<file path="config.mk">
export PLATFORM = sky130hd
export DESIGN_NAME = scaled_mantissa_float_alu_flat
export DESIGN_NICKNAME = d
export VERILOG_FILES = /design/src/sv/smfa_pkg.sv /design/src/sv/smfa_req_if.sv /design/src/sv/smfa_rsp_if.sv /design/src/sv/smfa_ctrl.sv /design/src/sv/smfa_dp.sv /design/src/sv/scaled_mantissa_float_alu.sv /design/src/flat_wrapper.sv
export SDC_FILE = /design/constraint.sdc
export NUM_CORES = 2
export LEC_CHECK = 0
export ABC_AREA = 1
export BUFFER_PORTS_ARGS = -buffer_cell sky130_fd_sc_hd__buf_4
export CORE_UTILIZATION = 60
export CTS_CLUSTER_SIZE = 30
export DETAILED_ROUTE_END_ITERATION = 7
export PLACE_DENSITY_LB_ADDON = 0.12
export SKIP_CTS_REPAIR_TIMING = 1
export SLEW_MARGIN = 20
export SYNTH_ARGS = -nofsm -noshare
export SYNTH_HDL_FRONTEND = slang
export SYNTH_SLANG_ARGS = --single-unit
</file>
<file path="constraint.sdc">
create_clock -name clock -period 9.5 [get_ports clock]
set_input_delay 0.95 -clock clock [delete_from_list [all_inputs] [get_ports clock]]
set_output_delay 0.95 -clock clock [all_outputs]
set_load 0.01 [all_outputs]
</file>
<file path="src/sv/smfa_pkg.sv">
`timescale 1ns / 1ps
package smfa_pkg;

   localparam int EXPONENT_BITS_DEFAULT = 11;
   localparam int FUNC_W     = 2;
   localparam int MANT_W     = 15;
   localparam int RES_EXP_W  = 13;

   localparam logic [FUNC_W-1:0] FUNC_ADD = 2'd0;
   localparam logic [FUNC_W-1:0] FUNC_SUB = 2'd1;
   localparam logic [FUNC_W-1:0] FUNC_MUL = 2'd2;

   localparam int SCALE     = 10000;
   localparam int NORM_LOW  = 5000;
   localparam int ALIGN_CAP = 48;
   localparam int CNT_W     = 6;
   localparam int ACC_W     = 64;

   // magnitude product and reciprocal of the scale for the truncating divide
   localparam int PROD_W      = 2 * MANT_W;
   localparam int RECIP_W     = 31;
   localparam int RECIP_SHIFT = 44;
   localparam logic [RECIP_W-1:0] RECIP = 31'd1759218605;
   localparam int QUOT_W      = PROD_W + RECIP_W - RECIP_SHIFT;

   typedef struct packed {
      logic load;
      logic mul_step;
      logic align_step;
      logic sum_step;
      logic norm_step;
      logic out_load;
   } dp_cmd_type;

   typedef struct packed {
      logic is_mul;
      logic is_addsub;
      logic align_done;
      logic norm_done;
      logic out_free;
   } dp_status_type;

endpackage

</file>
<file path="src/sv/smfa_req_if.sv">
`timescale 1ns / 1ps
interface smfa_req_if #(
   parameter int EXPONENT_BITS = smfa_pkg::EXPONENT_BITS_DEFAULT
);
   import smfa_pkg::*;

   logic                            valid;
   logic                            ready;
   logic        [FUNC_W-1:0]        func;
   logic signed [MANT_W-1:0]        a_mantissa;
   logic signed [EXPONENT_BITS-1:0] a_exponent;
   logic signed [MANT_W-1:0]        b_mantissa;
   logic signed [EXPONENT_BITS-1:0] b_exponent;

   modport source (
      output valid, func, a_mantissa, a_exponent, b_mantissa, b_exponent,
      input  ready
   );

   modport sink (
      input  valid, func, a_mantissa, a_exponent, b_mantissa, b_exponent,
      output ready
   );

endinterface

</file>
<file path="src/sv/smfa_rsp_if.sv">
`timescale 1ns / 1ps
interface smfa_rsp_if;
   import smfa_pkg::*;

   logic                        valid;
   logic                        ready;
   logic signed [MANT_W-1:0]    result_mantissa;
   logic signed [RES_EXP_W-1:0] result_exponent;

   modport source (
      output valid, result_mantissa, result_exponent,
      input  ready
   );

   modport sink (
      input  valid, result_mantissa, result_exponent,
      output ready
   );

endinterface

</file>
<file path="src/sv/smfa_ctrl.sv">
`timescale 1ns / 1ps
module smfa_ctrl (
   input  logic                    clock,
   input  logic                    reset,
   input  logic                    req_valid,
   output logic                    req_ready,
   input  smfa_pkg::dp_status_type status,
   output smfa_pkg::dp_cmd_type    cmd
);
   import smfa_pkg::*;

   localparam logic [2:0] ST_IDLE     = 3'd0;
   localparam logic [2:0] ST_DISPATCH = 3'd1;
   localparam logic [2:0] ST_MUL      = 3'd2;
   localparam logic [2:0] ST_ALIGN    = 3'd3;
   localparam logic [2:0] ST_SUM      = 3'd4;
   localparam logic [2:0] ST_NORM     = 3'd5;
   localparam logic [2:0] ST_FINISH   = 3'd6;

   logic [2:0] state_ff;
   logic [2:0] state_in;

   assign req_ready = (state_ff == ST_IDLE);

   always_comb begin
      state_in = state_ff;
      cmd      = '0;
      unique case (state_ff)
         ST_IDLE: begin
            if (req_valid) begin
               cmd.load = 1'b1;
               state_in = ST_DISPATCH;
            end
         end
         ST_DISPATCH: begin
            priority if (status.is_mul) begin
               state_in = ST_MUL;
            end else if (status.is_addsub) begin
               state_in = ST_ALIGN;
            end else begin
               state_in = ST_NORM;
            end
         end
         ST_MUL: begin
            cmd.mul_step = 1'b1;
            state_in     = ST_NORM;
         end
         ST_ALIGN: begin
            if (status.align_done) begin
               state_in = ST_SUM;
            end else begin
               cmd.align_step = 1'b1;
            end
         end
         ST_SUM: begin
            cmd.sum_step = 1'b1;
            state_in     = ST_NORM;
         end
         ST_NORM: begin
            if (status.norm_done) begin
               state_in = ST_FINISH;
            end else begin
               cmd.norm_step = 1'b1;
            end
         end
         ST_FINISH: begin
            if (status.out_free) begin
               cmd.out_load = 1'b1;
               state_in     = ST_IDLE;
            end
         end
         default: begin
            state_in = ST_IDLE;
         end
      endcase
   end

   always_ff @(posedge clock) begin
      if (reset) begin
         state_ff <= ST_IDLE;
      end else begin
         state_ff <= state_in;
      end
   end

   a_cmd_single: assert property (@(posedge clock) disable iff (reset) $onehot0(cmd))
      else $error("more than one datapath command at once");

   a_reset_idle: assert property (@(posedge clock) reset |=> state_ff == ST_IDLE)
      else $error("controller not idle after reset");

   a_load_dispatch: assert property (@(posedge clock) disable iff (reset)
      cmd.load |=> state_ff == ST_DISPATCH)
      else $error("request taken without dispatch");

endmodule

</file>
<file path="src/sv/smfa_dp.sv">
`timescale 1ns / 1ps
module smfa_dp #(
   parameter int EXPONENT_BITS = smfa_pkg::EXPONENT_BITS_DEFAULT
) (
   input  logic                                    clock,
   input  logic                                    reset,
   input  smfa_pkg::dp_cmd_type                    cmd,
   output smfa_pkg::dp_status_type                 status,
   input  logic        [smfa_pkg::FUNC_W-1:0]      req_func,
   input  logic signed [smfa_pkg::MANT_W-1:0]      req_a_mantissa,
   input  logic signed [EXPONENT_BITS-1:0]         req_a_exponent,
   input  logic signed [smfa_pkg::MANT_W-1:0]      req_b_mantissa,
   input  logic signed [EXPONENT_BITS-1:0]         req_b_exponent,
   output logic                                    rsp_valid,
   input  logic                                    rsp_ready,
   output logic signed [smfa_pkg::MANT_W-1:0]      rsp_result_mantissa,
   output logic signed [smfa_pkg::RES_EXP_W-1:0]   rsp_result_exponent
);
   import smfa_pkg::*;

   localparam int EB = EXPONENT_BITS;
   localparam int EW = (EB + 3 > RES_EXP_W + 1) ? EB + 3 : RES_EXP_W + 1;
   localparam int OW = MANT_W + 1;
   localparam logic signed [EW-1:0] EXP_MAX = EW'((2 ** (RES_EXP_W - 1)) - 1);
   localparam logic signed [EW-1:0] EXP_MIN = EW'(-(2 ** (RES_EXP_W - 1)));

   // operand decode on the request
   logic signed [OW-1:0] ma_w;
   logic signed [OW-1:0] mb_raw;
   logic signed [OW-1:0] mb_w;
   logic signed [EB:0]   ea_x;
   logic signed [EB:0]   eb_x;
   logic signed [EB:0]   diff_s;
   logic                 a_ge;
   logic        [EB:0]   gap;
   logic signed [OW-1:0] big;
   logic signed [OW-1:0] lesser;
   logic signed [EB-1:0] emin;
   logic                 big_zero;
   logic                 far;
   logic        [EB:0]   extra;
   logic signed [OW-1:0] small_sign;
   logic        [MANT_W-1:0] mag_a;
   logic        [MANT_W-1:0] mag_b;
   logic signed [EW-1:0] exp_mul;
   logic signed [EW-1:0] exp_add;

   logic        [FUNC_W-1:0] func_ff;
   logic        [PROD_W-1:0] prod_ff;
   logic signed [ACC_W-1:0]  acc_ff;
   logic signed [ACC_W-1:0]  acc_in;
   logic signed [OW-1:0]     addend_ff;
   logic        [CNT_W-1:0]  count_ff;
   logic        [ACC_W-1:0]  mag_ff;
   logic        [ACC_W-1:0]  mag_in;
   logic signed [EW-1:0]     exp_ff;
   logic signed [EW-1:0]     exp_in;
   logic                     neg_ff;
   logic                     neg_in;
   logic                     zero_ff;
   logic                     zero_in;

   logic [PROD_W+RECIP_W-1:0] recip_prod;
   logic [QUOT_W-1:0]         quot;
   logic signed [ACC_W-1:0]   sum;
   logic signed [EW-1:0]      exp_sat;
   logic [MANT_W-1:0]         mant_mag;

   logic                        out_valid_ff;
   logic signed [MANT_W-1:0]    res_mant_ff;
   logic signed [RES_EXP_W-1:0] res_exp_ff;

   always_comb begin
      ma_w       = {req_a_mantissa[MANT_W-1], req_a_mantissa};
      mb_raw     = {req_b_mantissa[MANT_W-1], req_b_mantissa};
      mb_w       = (req_func == FUNC_SUB) ? -mb_raw : mb_raw;
      ea_x       = {req_a_exponent[EB-1], req_a_exponent};
      eb_x       = {req_b_exponent[EB-1], req_b_exponent};
      a_ge       = (req_a_exponent >= req_b_exponent);
      diff_s     = ea_x - eb_x;
      gap        = a_ge ? diff_s : -diff_s;
      big        = a_ge ? ma_w : mb_w;
      lesser     = a_ge ? mb_w : ma_w;
      emin       = a_ge ? req_b_exponent : req_a_exponent;
      big_zero   = (big == '0);
      far        = !big_zero && (gap > (EB + 1)'(ALIGN_CAP));
      extra      = far ? gap - (EB + 1)'(ALIGN_CAP) : '0;
      small_sign = (lesser == '0) ? '0 : (lesser[OW-1] ? '1 : OW'(1));
      mag_a      = ma_w[OW-1] ? MANT_W'(-ma_w) : ma_w[MANT_W-1:0];
      mag_b      = mb_w[OW-1] ? MANT_W'(-mb_w) : mb_w[MANT_W-1:0];
      exp_mul    = $signed({{(EW - EB){req_a_exponent[EB-1]}}, req_a_exponent})
                 + $signed({{(EW - EB){req_b_exponent[EB-1]}}, req_b_exponent});
      exp_add    = $signed({{(EW - EB){emin[EB-1]}}, emin})
                 + $signed({{(EW - EB - 1){1'b0}}, extra});
   end

   always_comb begin
      recip_prod = prod_ff * RECIP;
      quot       = recip_prod[RECIP_SHIFT +: QUOT_W];
      sum        = acc_ff + {{(ACC_W - OW){addend_ff[OW-1]}}, addend_ff};
   end

   always_comb begin
      acc_in  = acc_ff;
      mag_in  = mag_ff;
      exp_in  = exp_ff;
      neg_in  = neg_ff;
      zero_in = zero_ff;
      priority if (cmd.load) begin
         acc_in  = big_zero ? '0 : {{(ACC_W - OW){big[OW-1]}}, big};
         exp_in  = (req_func == FUNC_MUL) ? exp_mul : exp_add;
         neg_in  = ma_w[OW-1] ^ mb_w[OW-1];
         zero_in = (req_func != FUNC_ADD) && (req_func != FUNC_SUB)
                 && (req_func != FUNC_MUL);
      end else if (cmd.mul_step) begin
         mag_in  = ACC_W'(quot);
         zero_in = (quot == '0);
      end else if (cmd.align_step) begin
         acc_in  = acc_ff <<< 1;
      end else if (cmd.sum_step) begin
         neg_in  = sum[ACC_W-1];
         mag_in  = sum[ACC_W-1] ? -sum : sum;
         zero_in = (sum == '0);
      end else if (cmd.norm_step) begin
         if (mag_ff >= ACC_W'(SCALE)) begin
            mag_in = mag_ff >> 1;
            exp_in = exp_ff + EW'(1);
         end else begin
            mag_in = mag_ff << 1;
            exp_in = exp_ff - EW'(1);
         end
      end
   end

   always_ff @(posedge clock) begin
      acc_ff  <= acc_in;
      mag_ff  <= mag_in;
      exp_ff  <= exp_in;
      neg_ff  <= neg_in;
      zero_ff <= zero_in;
      if (cmd.load) begin
         func_ff   <= req_func;
         prod_ff   <= mag_a * mag_b;
         addend_ff <= far ? small_sign : lesser;
         count_ff  <= big_zero ? '0 : (far ? CNT_W'(ALIGN_CAP) : gap[CNT_W-1:0]);
      end else if (cmd.align_step) begin
         count_ff  <= count_ff - CNT_W'(1);
      end
   end

   always_comb begin
      status.is_mul     = (func_ff == FUNC_MUL);
      status.is_addsub  = (func_ff == FUNC_ADD) || (func_ff == FUNC_SUB);
      status.align_done = (count_ff == '0);
      status.norm_done  = zero_ff
                        || ((mag_ff >= ACC_W'(NORM_LOW)) && (mag_ff < ACC_W'(SCALE)));
      status.out_free   = !out_valid_ff || rsp_ready;
   end

   // output register with exponent saturation
   always_comb begin
      priority if (exp_ff > EXP_MAX) begin
         exp_sat = EXP_MAX;
      end else if (exp_ff < EXP_MIN) begin
         exp_sat = EXP_MIN;
      end else begin
         exp_sat = exp_ff;
      end
      mant_mag = mag_ff[MANT_W-1:0];
   end

   always_ff @(posedge clock) begin
      if (reset) begin
         out_valid_ff <= 1'b0;
      end else if (cmd.out_load) begin
         out_valid_ff <= 1'b1;
      end else if (rsp_ready) begin
         out_valid_ff <= 1'b0;
      end
   end

   always_ff @(posedge clock) begin
      if (cmd.out_load) begin
         if (zero_ff) begin
            res_mant_ff <= '0;
            res_exp_ff  <= '0;
         end else begin
            res_mant_ff <= neg_ff ? -$signed(mant_mag) : $signed(mant_mag);
            res_exp_ff  <= exp_sat[RES_EXP_W-1:0];
         end
      end
   end

   assign rsp_valid           = out_valid_ff;
   assign rsp_result_mantissa = res_mant_ff;
   assign rsp_result_exponent = res_exp_ff;

   a_no_overwrite: assert property (@(posedge clock) disable iff (reset)
      cmd.out_load |-> (!out_valid_ff || rsp_ready))
      else $error("result register overwritten while still pending");

   a_align_count: assert property (@(posedge clock) disable iff (reset)
      cmd.align_step |-> (count_ff != '0))
      else $error("alignment count wrapped");

   a_zero_exp: assert property (@(posedge clock) disable iff (reset)
      (out_valid_ff && (res_mant_ff == '0)) |-> (res_exp_ff == '0))
      else $error("zero result with nonzero exponent");

   a_norm_range: assert property (@(posedge clock) disable iff (reset)
      (out_valid_ff && (res_mant_ff != '0)) |->
         ((res_mant_ff >= 15'sd5000 && res_mant_ff <= 15'sd9999)
          || (res_mant_ff <= -15'sd5000 && res_mant_ff >= -15'sd9999)))
      else $error("result mantissa not normalised");

endmodule

</file>
<file path="src/sv/scaled_mantissa_float_alu.sv">
`timescale 1ns / 1ps
// channel   modport  handshake      payload
// req_bus   sink     valid/ready    func, a_mantissa, a_exponent, b_mantissa, b_exponent
// rsp_bus   source   valid/ready    result_mantissa, result_exponent
//
// multiply: load, dispatch, multiply, n normalisation shifts, finish; unused code: load,
// dispatch, zero check, finish; add/subtract: load, dispatch, c alignment shifts, sum, n
// normalisation shifts, finish, where c is the exponent gap capped at 48 (0 when the
// larger-exponent operand is zero); normalisation and alignment shift one bit per cycle
// reset clears the controller state and the result valid flag only
// the result register lets the next request in while a result waits; a stalled
// result holds the finish step of the following request
module scaled_mantissa_float_alu #(
   parameter int EXPONENT_BITS = smfa_pkg::EXPONENT_BITS_DEFAULT
) (
   input logic        clock,
   input logic        reset,
   smfa_req_if.sink   req_bus,
   smfa_rsp_if.source rsp_bus
);
   import smfa_pkg::*;

   dp_cmd_type    cmd;
   dp_status_type status;

   smfa_ctrl u_ctrl (
      .clock     (clock),
      .reset     (reset),
      .req_valid (req_bus.valid),
      .req_ready (req_bus.ready),
      .status    (status),
      .cmd       (cmd)
   );

   smfa_dp #(
      .EXPONENT_BITS (EXPONENT_BITS)
   ) u_dp (
      .clock               (clock),
      .reset               (reset),
      .cmd                 (cmd),
      .status              (status),
      .req_func            (req_bus.func),
      .req_a_mantissa      (req_bus.a_mantissa),
      .req_a_exponent      (req_bus.a_exponent),
      .req_b_mantissa      (req_bus.b_mantissa),
      .req_b_exponent      (req_bus.b_exponent),
      .rsp_valid           (rsp_bus.valid),
      .rsp_ready           (rsp_bus.ready),
      .rsp_result_mantissa (rsp_bus.result_mantissa),
      .rsp_result_exponent (rsp_bus.result_exponent)
   );

endmodule
</file>
<file path="src/flat_wrapper.sv">
// flat-port wrapper written by rule: the top's interface ports become plain ports
module scaled_mantissa_float_alu_flat import smfa_pkg::*;
#(
   parameter int EXPONENT_BITS = smfa_pkg::EXPONENT_BITS_DEFAULT
)
  (clock, reset, req_bus_valid, req_bus_func, req_bus_a_mantissa, req_bus_a_exponent, req_bus_b_mantissa, req_bus_b_exponent, req_bus_ready, rsp_bus_valid, rsp_bus_result_mantissa, rsp_bus_result_exponent, rsp_bus_ready);
  smfa_req_if #(.EXPONENT_BITS(EXPONENT_BITS)) req_bus_i ();
  smfa_rsp_if rsp_bus_i ();
  input logic clock;
  input logic reset;
  input wire logic [$bits(req_bus_i.valid)-1:0] req_bus_valid;
  input wire logic [$bits(req_bus_i.func)-1:0] req_bus_func;
  input wire logic [$bits(req_bus_i.a_mantissa)-1:0] req_bus_a_mantissa;
  input wire logic [$bits(req_bus_i.a_exponent)-1:0] req_bus_a_exponent;
  input wire logic [$bits(req_bus_i.b_mantissa)-1:0] req_bus_b_mantissa;
  input wire logic [$bits(req_bus_i.b_exponent)-1:0] req_bus_b_exponent;
  output wire logic [$bits(req_bus_i.ready)-1:0] req_bus_ready;
  output wire logic [$bits(rsp_bus_i.valid)-1:0] rsp_bus_valid;
  output wire logic [$bits(rsp_bus_i.result_mantissa)-1:0] rsp_bus_result_mantissa;
  output wire logic [$bits(rsp_bus_i.result_exponent)-1:0] rsp_bus_result_exponent;
  input wire logic [$bits(rsp_bus_i.ready)-1:0] rsp_bus_ready;
  assign req_bus_i.valid = req_bus_valid;
  assign req_bus_i.func = req_bus_func;
  assign req_bus_i.a_mantissa = req_bus_a_mantissa;
  assign req_bus_i.a_exponent = req_bus_a_exponent;
  assign req_bus_i.b_mantissa = req_bus_b_mantissa;
  assign req_bus_i.b_exponent = req_bus_b_exponent;
  assign req_bus_ready = req_bus_i.ready;
  assign rsp_bus_valid = rsp_bus_i.valid;
  assign rsp_bus_result_mantissa = rsp_bus_i.result_mantissa;
  assign rsp_bus_result_exponent = rsp_bus_i.result_exponent;
  assign rsp_bus_i.ready = rsp_bus_ready;
  scaled_mantissa_float_alu #(.EXPONENT_BITS(EXPONENT_BITS)) u_core (.clock(clock), .reset(reset), .req_bus(req_bus_i), .rsp_bus(rsp_bus_i));
endmodule
</file>
==> flow_summary.ini <==
[yosys]
synth_area_leader_cell = fa_1
syn_area_mm2 = 0.0468
ys_types = 64
yosysWarnings = 0
synthFlopType = edfxtp_1
synth_top_area_share = 0.248
syn_inst = 6269
synth_nets = 7457
async_reset_ff_frac = 0
yosys-top-cells-area = fa_1 25%, ha_1 15%, edfxtp_1 14%
synth_edf_count = 226
avgSynthCellArea_um2 = 7.47
seq_area_frac_synth = 0.147
ys_ff_latch = 230

[sta]
max_freq_ghz = 0.119
rsz0062_at_grt = no
fin_setup_tns_ns = 0
hold_violations = 0
skew_ns = 0.0446
finalCriticalPeriod_ns = 8.39
slew_headroom = 0.255
slew_violations = 0
finalSetupViolCount = 0
min_period_over_period = 0.884
worst_pin_slew_ns = 1.11

[detailed_routing]
num_vias = 40600
ant_nets = 0
firstDrtPassIters = 6
viasPerCell = 5.50
drt_iter0_markers = 3629
routed_wl_mm = 139
wire_per_inst_um = 18.9
drc_errors = 0

[placed_design]
gp_congestion = 1.04
dp.cells = 7336
portBuffers = 87
post-dp-hpwl_mm = 120

[global_route]
grt_max_degree = 87
antenna_found_initial = 3
grt_util_all_layers = 0.359
grt_pass1_wl_mm = 218
grt-ovfl-total = 0
grt_pass1_vias = 39400

[clocking]
cts-root-buf = clkbuf_16
htree_levels = 1
cts_sinks = 230
cts_tree = built
cts_buffer_depth = 3
cts_buffers = 29
path_clk_slew_ns = 0.06
insertion_delay_ns = 0.61

[cells_and_area]
layout_common_cells = 1535 x nand2_1, 1414 x inv_1, 581 x fa_1
nets = 7515
final_common_cell = nand2_1
layout-drive-gt1-share = 0.0483
syn2layout_area_growth_pct = 5.73
fillerInstances = 7138
final_cells = 7391

[worst_setup_path]
critical_path_required_ns = 9.83
max_stage_delay_ns = 0.54
start_kind = input pin
path_class = input pin to flip-flop
r2r_slack_ns = 1.67
worstPathMaxFanout = 15
end_kind = flip-flop
cp.arrival_ns = 8.72
crit_slowest_cell = fa_1

[die]
core_area_mm2 = 0.0773
rows = 102
start_util = 0.605
die_y_um = 281
boundaryPins = 88
die-area_mm2 = 0.0792
die_w_um = 281

[status]
outcome = complete, no violations

[flow_run]
drv_cap = 0

[min_path]
hp-class = input pin to flip-flop
worst max-delay path, delay by kind of cell:
kind	cells	cell delay [ns]
adders and majority gates	7	3.44
and+or+nand+nor	11	1.52
AOI/OAI and AO/OA	7	1.32
buffers and inverters	10	0.80
xor gates and xnor gates	3	0.63
metal layers:
layer  global-route usage  routed length, µm
met1                0.515              61900
met2                0.555              60800
met3               0.0750              13400
met4               0.0815               3470
met5                    0                 11
flip-flops by register name (all words and copies together), names as in the netlist, 2 cells and up:
register / flops
u_core.u_dp.exp_ff: 14
u_core.u_dp.mag_ff: 64
u_core.u_dp.rsp_result_mantissa: 15
u_core.u_dp.count_ff: 6
u_core.u_dp.addend_ff: 16
u_core.u_ctrl.state_ff: 3
u_core.u_dp.rsp_result_exponent: 13
u_core.u_dp.acc_ff: 64
u_core.u_dp.func_ff: 2
u_core.u_dp.prod_ff: 30
worst paths after layout:
path	from	end	depth (start not counted)
max	req_bus_func[0]	u_core.u_dp.prod_ff[27]$_DFFE_PP_	38
min reg2reg	u_core.u_dp.acc_ff[45]$_DFFE_PP_	u_core.u_dp.acc_ff[46]$_DFFE_PP_	2
max reg2reg	u_core.u_dp.prod_ff[25]$_DFFE_PP_	u_core.u_dp.zero_ff$_DFFE_PP_	27
min	reset	u_core.u_ctrl.state_ff[2]$_SDFFE_PP0P_	2
metrics by stage:
stage	area (µm²)	utilization	hold WS [ns]	setup slack (ns)
floorplan	46800	-	0.511	1.15
global placement	48600	0.628	0.537	0.591
detailed placement	48600	0.628	0.544	0.524
CTS	49500	0.640	0.533	1.13
global route	49500	0.640	0.546	0.606
finish	49500	0.640	0.555	1.11
layout make-up:
type                            instances  area [µm²]  share of cell area
Tap cell                             1040        1300              0.0263
Sequential cell                       230        6870               0.139
Multi-Input combinational cell       4511       34100               0.689
Inverter                             1431        5370               0.109
Clock inverter                         20         174             0.00351
Antenna cell                            1        2.50           0.0000505
Clock buffer                           34         744              0.0150
Timing Repair Buffer                  124         931              0.0188
kinds of logic (layout without fill, tap and decap cells):
logic type / count (synthesis) / in the layout / synth area share
simple gates: 2557 / 2557 / 0.227
buf+inv: 1528 / 1609 / 0.125
fa+ha+maj: 1130 / 1130 / 0.395
compound gates: 717 / 717 / 0.0848
flops: 230 / 230 / 0.147
xor+xnor: 107 / 107 / 0.0212
other cells: 0 / 1 / 0
Yosys cell counts (52+ instances only):
library cell,instances
fa_1,581
nand3_1,253
nand2_1,1538
nor2_1,517
o21ai_0,224
xor2_1,72
edfxtp_1,226
ha_1,549
inv_1,1415
nand4_1,52
a21oi_1,329
nor3_1,60
clkbuf_1,58
Power is left out: the tool's default activity adds up to more than one toggle a clock period on the data nets, which glitch-free logic cannot reach.
